[config.mk]
export PLATFORM = sky130hd
export DESIGN_NAME = fifo_cache_with_pinning
export DESIGN_NICKNAME = d
export VERILOG_FILES = /design/src/rtl/fcp_pkg.sv /design/src/rtl/fcp_cell.sv /design/src/rtl/fifo_cache_with_pinning.sv
export SDC_FILE = /design/constraint.sdc
export NUM_CORES = 2
export LEC_CHECK = 0
export ABC_AREA = 1
export BUFFER_PORTS_ARGS = -buffer_cell sky130_fd_sc_hd__clkbuf_2
export CORE_UTILIZATION = 45
export DETAILED_ROUTE_END_ITERATION = 16
export PLACE_DENSITY_LB_ADDON = 0.1
export SLEW_MARGIN = 20
export SYNTH_ARGS = -nofsm -noshare
export SYNTH_HDL_FRONTEND = slang
export SYNTH_SLANG_ARGS = --single-unit
[constraint.sdc]
create_clock -name clk_i -period 6 [get_ports clk_i]
set_input_delay 0.9 -clock clk_i [delete_from_list [all_inputs] [get_ports clk_i]]
set_output_delay 0.9 -clock clk_i [all_outputs]
set_load 0.05 [all_outputs]
[src/rtl/fcp_pkg.sv]
// Shared types and constants for the pinned FIFO tag store.
package fcp_pkg;

  localparam int KEY_W      = 31;
  localparam int POS_W      = 4;
  localparam int CAP_W      = 5;
  localparam int STATUS_W   = 2;
  localparam int PDATA_W    = 32;
  localparam int PADDR_W    = 2;

  localparam logic [CAP_W-1:0]   CAPACITY_RESET = 5'd15;
  localparam logic [PADDR_W-1:0] ADDR_CAPACITY  = 2'd0;

  localparam logic OP_LOOKUP  = 1'b0;
  localparam logic OP_RELEASE = 1'b1;

  localparam logic [STATUS_W-1:0] ST_OK         = 2'd0;
  localparam logic [STATUS_W-1:0] ST_ALL_PINNED = 2'd1;
  localparam logic [STATUS_W-1:0] ST_ABSENT     = 2'd2;

  typedef enum logic {
    FCP_IDLE,
    FCP_UPD
  } fcp_state_e;

  // broadcast from the controller to every cell
  typedef struct packed {
    logic             capture;
    logic             commit;
    logic             evict;
    logic             insert;
    logic             op;
    logic [KEY_W-1:0] key;
  } fcp_bcast_t;

endpackage

[src/rtl/fcp_cell.sv]
// One entry of the tag store: key, pin bit, match flag, neighbor shift.
module fcp_cell (
  input  logic                      clk_i,
  input  logic                      rst_ni,
  input  fcp_pkg::fcp_bcast_t       bc_i,
  input  logic                      valid_i,
  input  logic                      load_i,
  input  logic                      free_i,
  input  logic                      shift_i,
  input  logic [fcp_pkg::KEY_W-1:0] nb_key_i,
  input  logic                      nb_pinned_i,
  output logic [fcp_pkg::KEY_W-1:0] key_o,
  output logic                      pinned_o,
  output logic                      match_o,
  output logic                      free_o,
  output logic                      shift_o,
  output logic [fcp_pkg::KEY_W-1:0] victim_key_o
);
  import fcp_pkg::*;

  logic [KEY_W-1:0] key_q;
  logic             pinned_q;
  logic             match_q;
  logic             victim;
  logic             shift_here;

  assign victim       = valid_i & ~pinned_q & ~free_i;
  assign free_o       = free_i | (valid_i & ~pinned_q);
  assign shift_o      = shift_i | victim;
  assign shift_here   = bc_i.evict & (shift_i | victim);
  assign victim_key_o = victim ? key_q : '0;
  assign key_o        = key_q;
  assign pinned_o     = pinned_q;
  assign match_o      = match_q;

  always_ff @(posedge clk_i or negedge rst_ni) begin
    if (!rst_ni) begin
      pinned_q <= 1'b0;
      match_q  <= 1'b0;
    end else begin
      if (bc_i.capture) begin
        match_q <= valid_i & (key_q == bc_i.key);
      end
      if (bc_i.commit) begin
        if (bc_i.insert && load_i) begin
          pinned_q <= 1'b1;
        end else if (shift_here) begin
          pinned_q <= nb_pinned_i;
        end else if (match_q) begin
          pinned_q <= (bc_i.op == OP_LOOKUP);
        end
      end
    end
  end

  always_ff @(posedge clk_i) begin
    if (bc_i.commit) begin
      if (bc_i.insert && load_i) begin
        key_q <= bc_i.key;
      end else if (shift_here) begin
        key_q <= nb_key_i;
      end
    end
  end

endmodule

[src/rtl/fifo_cache_with_pinning.sv]
// Top level: pinned FIFO tag store built as a row of entry cells.
//
//  channel | handshake            | words
//  --------+----------------------+---------------------------------------------
//  in      | in_valid_i/in_stall_o | operation_i, key_i
//  out     | out_valid_o/out_stall_i | hit_o, position_o, fill_needed_o, evicted_o,
//          |                      | evicted_key_o, status_o
//  cfg     | APB write/read       | capacity at address 0
//
// Each word has an accept cycle, which compares the key in every cell, and an
// update cycle, which resolves hit/victim along the cell row and shifts/inserts.
// A result that is still held by out_stall_i delays the update cycle.
// Reset empties the store at once (count and pin bits); no clearing pass.
// in_stall_o is high during the update cycle only.
module fifo_cache_with_pinning #(
  parameter int MAX_ENTRIES = 16
) (
  input  logic                         clk_i,
  input  logic                         rst_ni,
  input  logic                         psel,
  input  logic                         penable,
  input  logic                         pwrite,
  input  logic [fcp_pkg::PADDR_W-1:0]  paddr,
  input  logic [fcp_pkg::PDATA_W-1:0]  pwdata,
  output logic [fcp_pkg::PDATA_W-1:0]  prdata,
  output logic                         pready,
  input  logic                         in_valid_i,
  output logic                         in_stall_o,
  input  logic                         operation_i,
  input  logic [fcp_pkg::KEY_W-1:0]    key_i,
  output logic                         out_valid_o,
  input  logic                         out_stall_i,
  output logic                         hit_o,
  output logic [fcp_pkg::POS_W-1:0]    position_o,
  output logic                         fill_needed_o,
  output logic                         evicted_o,
  output logic [fcp_pkg::KEY_W-1:0]    evicted_key_o,
  output logic [fcp_pkg::STATUS_W-1:0] status_o
);
  import fcp_pkg::*;

  localparam int CW   = $clog2(MAX_ENTRIES + 1);
  localparam int CMPW = (CW > CAP_W) ? CW : CAP_W;
  localparam int EW   = (CW > POS_W) ? CW : POS_W;

  fcp_state_e       state_q, state_d;
  logic [CAP_W-1:0] cap_q;
  logic [CW-1:0]    count_q, count_d;
  logic             op_q;
  logic [KEY_W-1:0] key_q;
  logic             accept, commit;

  logic                         out_valid_q, out_valid_d;
  logic                         hit_q;
  logic [POS_W-1:0]             pos_q;
  logic                         fill_q;
  logic                         ev_q;
  logic [KEY_W-1:0]             evk_q;
  logic [STATUS_W-1:0]          status_q;

  fcp_bcast_t       bc;
  logic [KEY_W-1:0] key_chain   [MAX_ENTRIES];
  logic [KEY_W-1:0] vkey_chain  [MAX_ENTRIES];
  logic             pin_chain   [MAX_ENTRIES];
  logic [MAX_ENTRIES-1:0] match_vec;
  logic [MAX_ENTRIES:0]   free_chain;
  logic [MAX_ENTRIES:0]   shift_chain;

  logic             cfg_wr;
  logic [CMPW-1:0]  cap_ext, eff_cap;
  logic             any_hit, need_ev, blocked, do_evict, do_insert;
  logic [EW-1:0]    hit_pos;
  logic [CW-1:0]    count_after;
  logic [KEY_W-1:0] victim_key;
  logic             res_hit, res_fill, res_ev;
  logic [EW-1:0]    res_pos;
  logic [KEY_W-1:0] res_evk;
  logic [STATUS_W-1:0] res_status;

  // configuration
  assign pready = 1'b1;
  assign cfg_wr = psel & penable & pwrite & (paddr == ADDR_CAPACITY);
  assign prdata = (paddr == ADDR_CAPACITY) ? PDATA_W'(cap_q) : '0;

  always_ff @(posedge clk_i or negedge rst_ni) begin
    if (!rst_ni) begin
      cap_q <= CAPACITY_RESET;
    end else if (cfg_wr) begin
      cap_q <= pwdata[CAP_W-1:0];
    end
  end

  // control
  always_comb begin
    state_d = state_q;
    case (state_q)
      FCP_IDLE: if (in_valid_i) state_d = FCP_UPD;
      FCP_UPD:  if (commit) state_d = FCP_IDLE;
      default:  state_d = FCP_IDLE;
    endcase
  end

  always_comb begin
    in_stall_o = 1'b1;
    accept     = 1'b0;
    commit     = 1'b0;
    case (state_q)
      FCP_IDLE: begin
        in_stall_o = 1'b0;
        accept     = in_valid_i;
      end
      FCP_UPD: commit = ~out_valid_q | ~out_stall_i;
      default: ;
    endcase
  end

  always_ff @(posedge clk_i or negedge rst_ni) begin
    if (!rst_ni) begin
      state_q <= FCP_IDLE;
      count_q <= '0;
    end else begin
      state_q <= state_d;
      count_q <= count_d;
    end
  end

  always_ff @(posedge clk_i) begin
    if (accept) begin
      op_q  <= operation_i;
      key_q <= key_i;
    end
  end

  // resolve
  assign cap_ext = CMPW'(cap_q);
  always_comb begin
    if (cap_q == '0) begin
      eff_cap = CMPW'(1);
    end else if (cap_ext > CMPW'(MAX_ENTRIES)) begin
      eff_cap = CMPW'(MAX_ENTRIES);
    end else begin
      eff_cap = cap_ext;
    end
  end

  always_comb begin
    hit_pos    = '0;
    victim_key = '0;
    for (int i = 0; i < MAX_ENTRIES; i++) begin
      if (match_vec[i]) hit_pos = hit_pos | EW'(i);
      victim_key = victim_key | vkey_chain[i];
    end
  end

  assign any_hit     = |match_vec;
  assign need_ev     = CMPW'(count_q) >= eff_cap;
  assign blocked     = need_ev & ~free_chain[MAX_ENTRIES];
  assign do_evict    = commit & (op_q == OP_LOOKUP) & ~any_hit & need_ev & ~blocked;
  assign do_insert   = (op_q == OP_LOOKUP) & ~any_hit & ~blocked;
  assign count_after = count_q - CW'(do_evict);

  always_comb begin
    res_hit    = 1'b0;
    res_pos    = '0;
    res_fill   = 1'b0;
    res_ev     = 1'b0;
    res_evk    = '0;
    res_status = ST_OK;
    if (op_q == OP_RELEASE) begin
      if (any_hit) begin
        res_hit = 1'b1;
        res_pos = hit_pos;
      end else begin
        res_status = ST_ABSENT;
      end
    end else if (any_hit) begin
      res_hit = 1'b1;
      res_pos = hit_pos;
    end else if (blocked) begin
      res_status = ST_ALL_PINNED;
    end else begin
      res_fill = 1'b1;
      res_pos  = EW'(count_after);
      if (need_ev) begin
        res_ev  = 1'b1;
        res_evk = victim_key;
      end
    end
  end

  always_comb begin
    count_d = count_q;
    if (commit && do_insert) begin
      count_d = count_after + CW'(1);
    end
  end

  // cell row
  assign bc.capture = accept;
  assign bc.commit  = commit;
  assign bc.evict   = do_evict;
  assign bc.insert  = do_insert;
  assign bc.op      = op_q;
  assign bc.key     = (state_q == FCP_IDLE) ? key_i : key_q;

  assign free_chain[0]  = 1'b0;
  assign shift_chain[0] = 1'b0;

  for (genvar g = 0; g < MAX_ENTRIES; g++) begin : g_cell
    logic [KEY_W-1:0] nb_key;
    logic             nb_pin;
    if (g + 1 < MAX_ENTRIES) begin : g_nb
      assign nb_key = key_chain[g+1];
      assign nb_pin = pin_chain[g+1];
    end else begin : g_end
      assign nb_key = '0;
      assign nb_pin = 1'b0;
    end
    fcp_cell u_cell (
      .clk_i        (clk_i),
      .rst_ni       (rst_ni),
      .bc_i         (bc),
      .valid_i      (CW'(g) < count_q),
      .load_i       (CW'(g) == count_after),
      .free_i       (free_chain[g]),
      .shift_i      (shift_chain[g]),
      .nb_key_i     (nb_key),
      .nb_pinned_i  (nb_pin),
      .key_o        (key_chain[g]),
      .pinned_o     (pin_chain[g]),
      .match_o      (match_vec[g]),
      .free_o       (free_chain[g+1]),
      .shift_o      (shift_chain[g+1]),
      .victim_key_o (vkey_chain[g])
    );
  end

  // result register
  always_comb begin
    out_valid_d = out_valid_q;
    if (commit) begin
      out_valid_d = 1'b1;
    end else if (!out_stall_i) begin
      out_valid_d = 1'b0;
    end
  end

  always_ff @(posedge clk_i or negedge rst_ni) begin
    if (!rst_ni) begin
      out_valid_q <= 1'b0;
    end else begin
      out_valid_q <= out_valid_d;
    end
  end

  always_ff @(posedge clk_i) begin
    if (commit) begin
      hit_q    <= res_hit;
      pos_q    <= res_pos[POS_W-1:0];
      fill_q   <= res_fill;
      ev_q     <= res_ev;
      evk_q    <= res_evk;
      status_q <= res_status;
    end
  end

  assign out_valid_o   = out_valid_q;
  assign hit_o         = hit_q;
  assign position_o    = pos_q;
  assign fill_needed_o = fill_q;
  assign evicted_o     = ev_q;
  assign evicted_key_o = evk_q;
  assign status_o      = status_q;

  // checks
  a_count_bound: assert property (@(posedge clk_i) disable iff (!rst_ni)
    CMPW'(count_q) <= CMPW'(MAX_ENTRIES))
    else $error("entry count above the number of cells");

  a_unique_match: assert property (@(posedge clk_i) disable iff (!rst_ni)
    (state_q == FCP_UPD) |-> $onehot0(match_vec))
    else $error("key matched in more than one cell");

  a_evict_fills: assert property (@(posedge clk_i) disable iff (!rst_ni)
    (out_valid_q && ev_q) |-> (fill_q && status_q == ST_OK && !hit_q))
    else $error("eviction without insert");

  a_commit_count: assert property (@(posedge clk_i) disable iff (!rst_ni)
    (commit && res_fill) |=> (count_q == $past(count_after) + CW'(1)))
    else $error("count not advanced by an insert");

endmodule
==> impl_metrics.ini <==
[synthesis]
syn_avg_cell_area_um2 = 8.500
syn_inst = 4290
ys_seq_area_share_pct = 49.81
synth_edf_count = 568
synth_largest_area_cell = edfxtp_1
yosysWarnings = 0
async_flop_share_pct = 7.190
yosysTopAreaCellShare_pct = 46.77
synthTopCellsByArea = edfxtp_1 (47%), nand2_1 (11%), o21ai_0 (7.1%)
synthFlopType = edfxtp_1
synth_area_um2 = 36470
ys_seq_elements = 612
synth.distinct_cells = 60

[cells_and_area]
n_fill_cell = 7767
register_area_um2 = 18160
post-route-cell-area_um2 = 40600
multiInputGateArea_um2 = 15930
area_delta_synth_final_pct = 11.34
drive_gt1_share_pct = 11.56
layout.nets = 4382

[floorplanning]
core_area_um2 = 80420
fp.dieW_um = 286.7
dieArea_um2 = 82180
die_y_um = 286.7
num_io_pins = 148
start_util_pct = 45.35
rows = 104

[clock_tree]
post_cts_buffers = 0
h-tree-depth = 3
clock_latency_ns = 0.64
cts_buffers = 72
cts_buffer_depth = 3
clk_pin_slew_ns = 0.06
cts_root_buffer = clkbuf_16
clock_sinks = 612
cts_tree = yes

[worst_setup_path]
cp.depth = 22
crit_arrival_ns = 6.10
worstPathMaxFanout = 62
path_buf_inv = 3
timing.critical_path.mode_cell = nor2_1
worstSetupStartpointType = flip-flop
rr_worst_depth = 22
path_class = reg -> reg
path_delay_family = simple AND/OR/NAND/NOR gates
crit_path_cell_trace = inv_1 > nor2_1 > nand3_1 > nand2_1 > nor2_1 > nor2_1 > nand4_1 > nor2_1 > nand4_2 > nor2_2 > nand4_4 > nand2_1 > inv_2 > ha_1 > ha_1 > or2_2 > nand2_1 > nand2_1 > nor2_1 > nand3_4 > buf_4 > o21ai_0
cp-end-kind = flip-flop
critical_path_required_ns = 6.34
cp_slowest_cell = dfrtp_1
slowest_delay_ns = 0.54

[global_routing]
overflow = 0
antenna_found_initial = 8
grt_pass1_wl_um = 210200
grt_pass1_vias = 29540
track_usage_pct = 35.83
grt_max_degree = 73

[worst_hold_path]
hold_class = in -> async

[run_status]
status = complete, no violations

[pwr]
power_leakage_nw = 16.24
combPwrFrac_pct = 39.5
power.density_nw_per_um2 = 406.7
pwr-share-seq_pct = 33.3
sw_frac_of_total_pct = 42.98
p_sw_w = 0.007096
p_total_w = 0.01651
ir_drop_v = 0.0002591
intPower_w = 0.009414
p_clk_share_pct = 27.1

[sta]
finalHoldViolCount = 0
finalSetupViolations = 0
fmax_mhz = 173.7
skew_ns = 0.02773
setup_tns_ns = 0
rsz0062_at_grt = no
period_minus_slack_ns = 5.757
worst_pin_slew_ns = 1.109
max_slew_margin_pct = 25.61
slew_viol_final = 0
fin_crit_sh_pct = 95.96

[placement]
place_area_um2 = 38260
gp_congestion = 1.002
dp_hpwl_um = 111700
io_buffers = 92

[detailed_routing]
final_antenna_net_count = 0
drt-total-wl_um = 148600
wire_per_inst_um = 27.45
dr.pass1.iters = 6
via_per_inst = 5.931
drcViolationCount = 0
drt-initial-drc-count = 4405
num_vias = 32110

[job]
maxCapViolCount = 0
==> sequential cells by signal, summed over array words and instances, names as in the netlist <==
| name | count |
|---|---|
| evicted_o | 1 |
| status_o | 2 |
| out_valid_o | 1 |
| position_o | 4 |
| op_q | 1 |
| count_q | 5 |
| evicted_key_o | 31 |
| g_cell.u_cell.key_o | 496 |
| cap_ext | 5 |
| hit_o | 1 |
| g_cell.u_cell.pinned_o | 16 |
| g_cell.u_cell.match_o | 16 |
| key_q | 31 |
| state_q | 1 |
| fill_needed_o | 1 |
==> synth_stat cells (12+ instances only) <==
cell and number:
o21ai_0 516, xor2_1 98, xnor2_1 155, o2111ai_1 29
o21ai_1 23, nand3_1 210, a211oi_1 13, nor4_1 66
buf_4 50, edfxtp_1 568, nand2_1 1106, a21oi_1 60
inv_1 281, buf_2 59, or2_2 78, nor3_1 22
dfrtp_1 40, a221oi_1 16, ha_1 12, buf_6 31
nand4_1 97, clkbuf_1 164, nor2_1 404, o22ai_1 77
==> final timing paths <==
path / slack [ns] / to / startpoint
max: 0.24 / g_cell[9].u_cell.key_o[6] / count_q[2]
min: 0.42 / g_cell[14].u_cell.pinned_o / rst_ni
max reg2reg: 0.24 / g_cell[9].u_cell.key_o[6] / count_q[2]
min reg2reg: 0.49 / g_cell[0].u_cell.match_o / g_cell[0].u_cell.match_o
max in group asynchronous: 4.99 / g_cell[1].u_cell.match_o / rst_ni
min in group clk_i: 0.46 / op_q / operation_i
==> cells by family (layout without fill, tap and decap cells) <==
kind of cell               after synthesis  count (layout)  synth area share (%)
and+or+nand+nor                       2019            2019                 23.99
buffers and inverters                  611             647                 7.699
AOI/OAI and AO/OA                      781             781                 11.99
adders and majority gates               12              12                0.4117
xor gates and xnor gates               253             253                 6.076
DFF                                    612             612                 49.81
other                                    2              29               0.02059
==> stage by stage <==
| stage | cells | util [%] | setup slack [ns] | hold slack [ns] |
|---|---|---|---|---|
| 2_1_floorplan | 4316 | - | 0.3149 | 0.4464 |
| 3_3_place_gp | 5283 | 47.57 | 0.4309 | 0.4741 |
| 3_5_place_dp | 5283 | 47.57 | 0.3901 | 0.4799 |
| 4_1_cts | 5412 | 50.48 | 0.3698 | 0.4295 |
| 5_1_grt | 5412 | 50.48 | 0.008341 | 0.4451 |
| 6_report | 5413 | 50.49 | 0.2427 | 0.4227 |
==> final cells by class <==
cell class,count,share of cell area (%)
Tap cell,1060,3.267
Multi-Input combinational cell,3093,39.24
Clock buffer,98,5.085
Antenna cell,1,0.006164
Sequential cell,612,44.73
Clock inverter,31,0.6718
Timing Repair Buffer,230,4.333
Inverter,288,2.663
==> cells in the final DEF (no fill, tap or decap), types with 5 or more instances in the layout <==
cell type,count
or2_2,78
bufinv_16,5
a21oi_4,14
xor2_1,98
nand4_1,97
o22ai_1,77
nor3_1,20
nand3_4,7
nor4_1,66
clkinv_2,6
clkbuf_8,8
clkbuf_1,14
ha_1,12
conb_1,28
nor2_1,394
a221oi_1,16
buf_4,117
o21ai_0,516
nand2_1,1077
o221ai_1,8
xnor2_1,155
edfxtp_1,568
buf_12,21
dfrtp_1,40
nand2_2,32
a211oi_1,13
nand3_2,9
inv_1,280
o211ai_1,9
a21oi_1,44
nor2_2,10
o32ai_1,5
nor2_4,7
clkbuf_2,92
a2111oi_0,11
clkbuf_16,76
nand3_1,202
o2111ai_1,29
clkinv_1,22
o21ai_1,23
==> power groups by stage <==
stage	Clock, W	Combinational [W]	Sequential [W]
2_1_floorplan	0	0.00334	0.00566
3_3_place_gp	0	0.00625	0.00558
3_5_place_dp	0	0.00631	0.00558
4_1_cts	0.00452	0.00632	0.00549
5_1_grt	0.00464	0.00680	0.00553
6_report	0.00448	0.00653	0.00550
==> layer usage <==
layer	track usage, %	part of all wire [%]	up-vias
met2	55.24	44	1925
met5	0	0.030	-
met1	45.10	37	15120
met4	26.31	8.6	8
met3	6.590	9.8	462
li1	-	-	14590
==> repair_timing <==
item / CTS / global route
hold buffers: 0 / 0
gates resized for setup: 0 / 1
setup endpoints to repair: 0 / 33
Note: power is estimated with default switching activity, not from simulation.
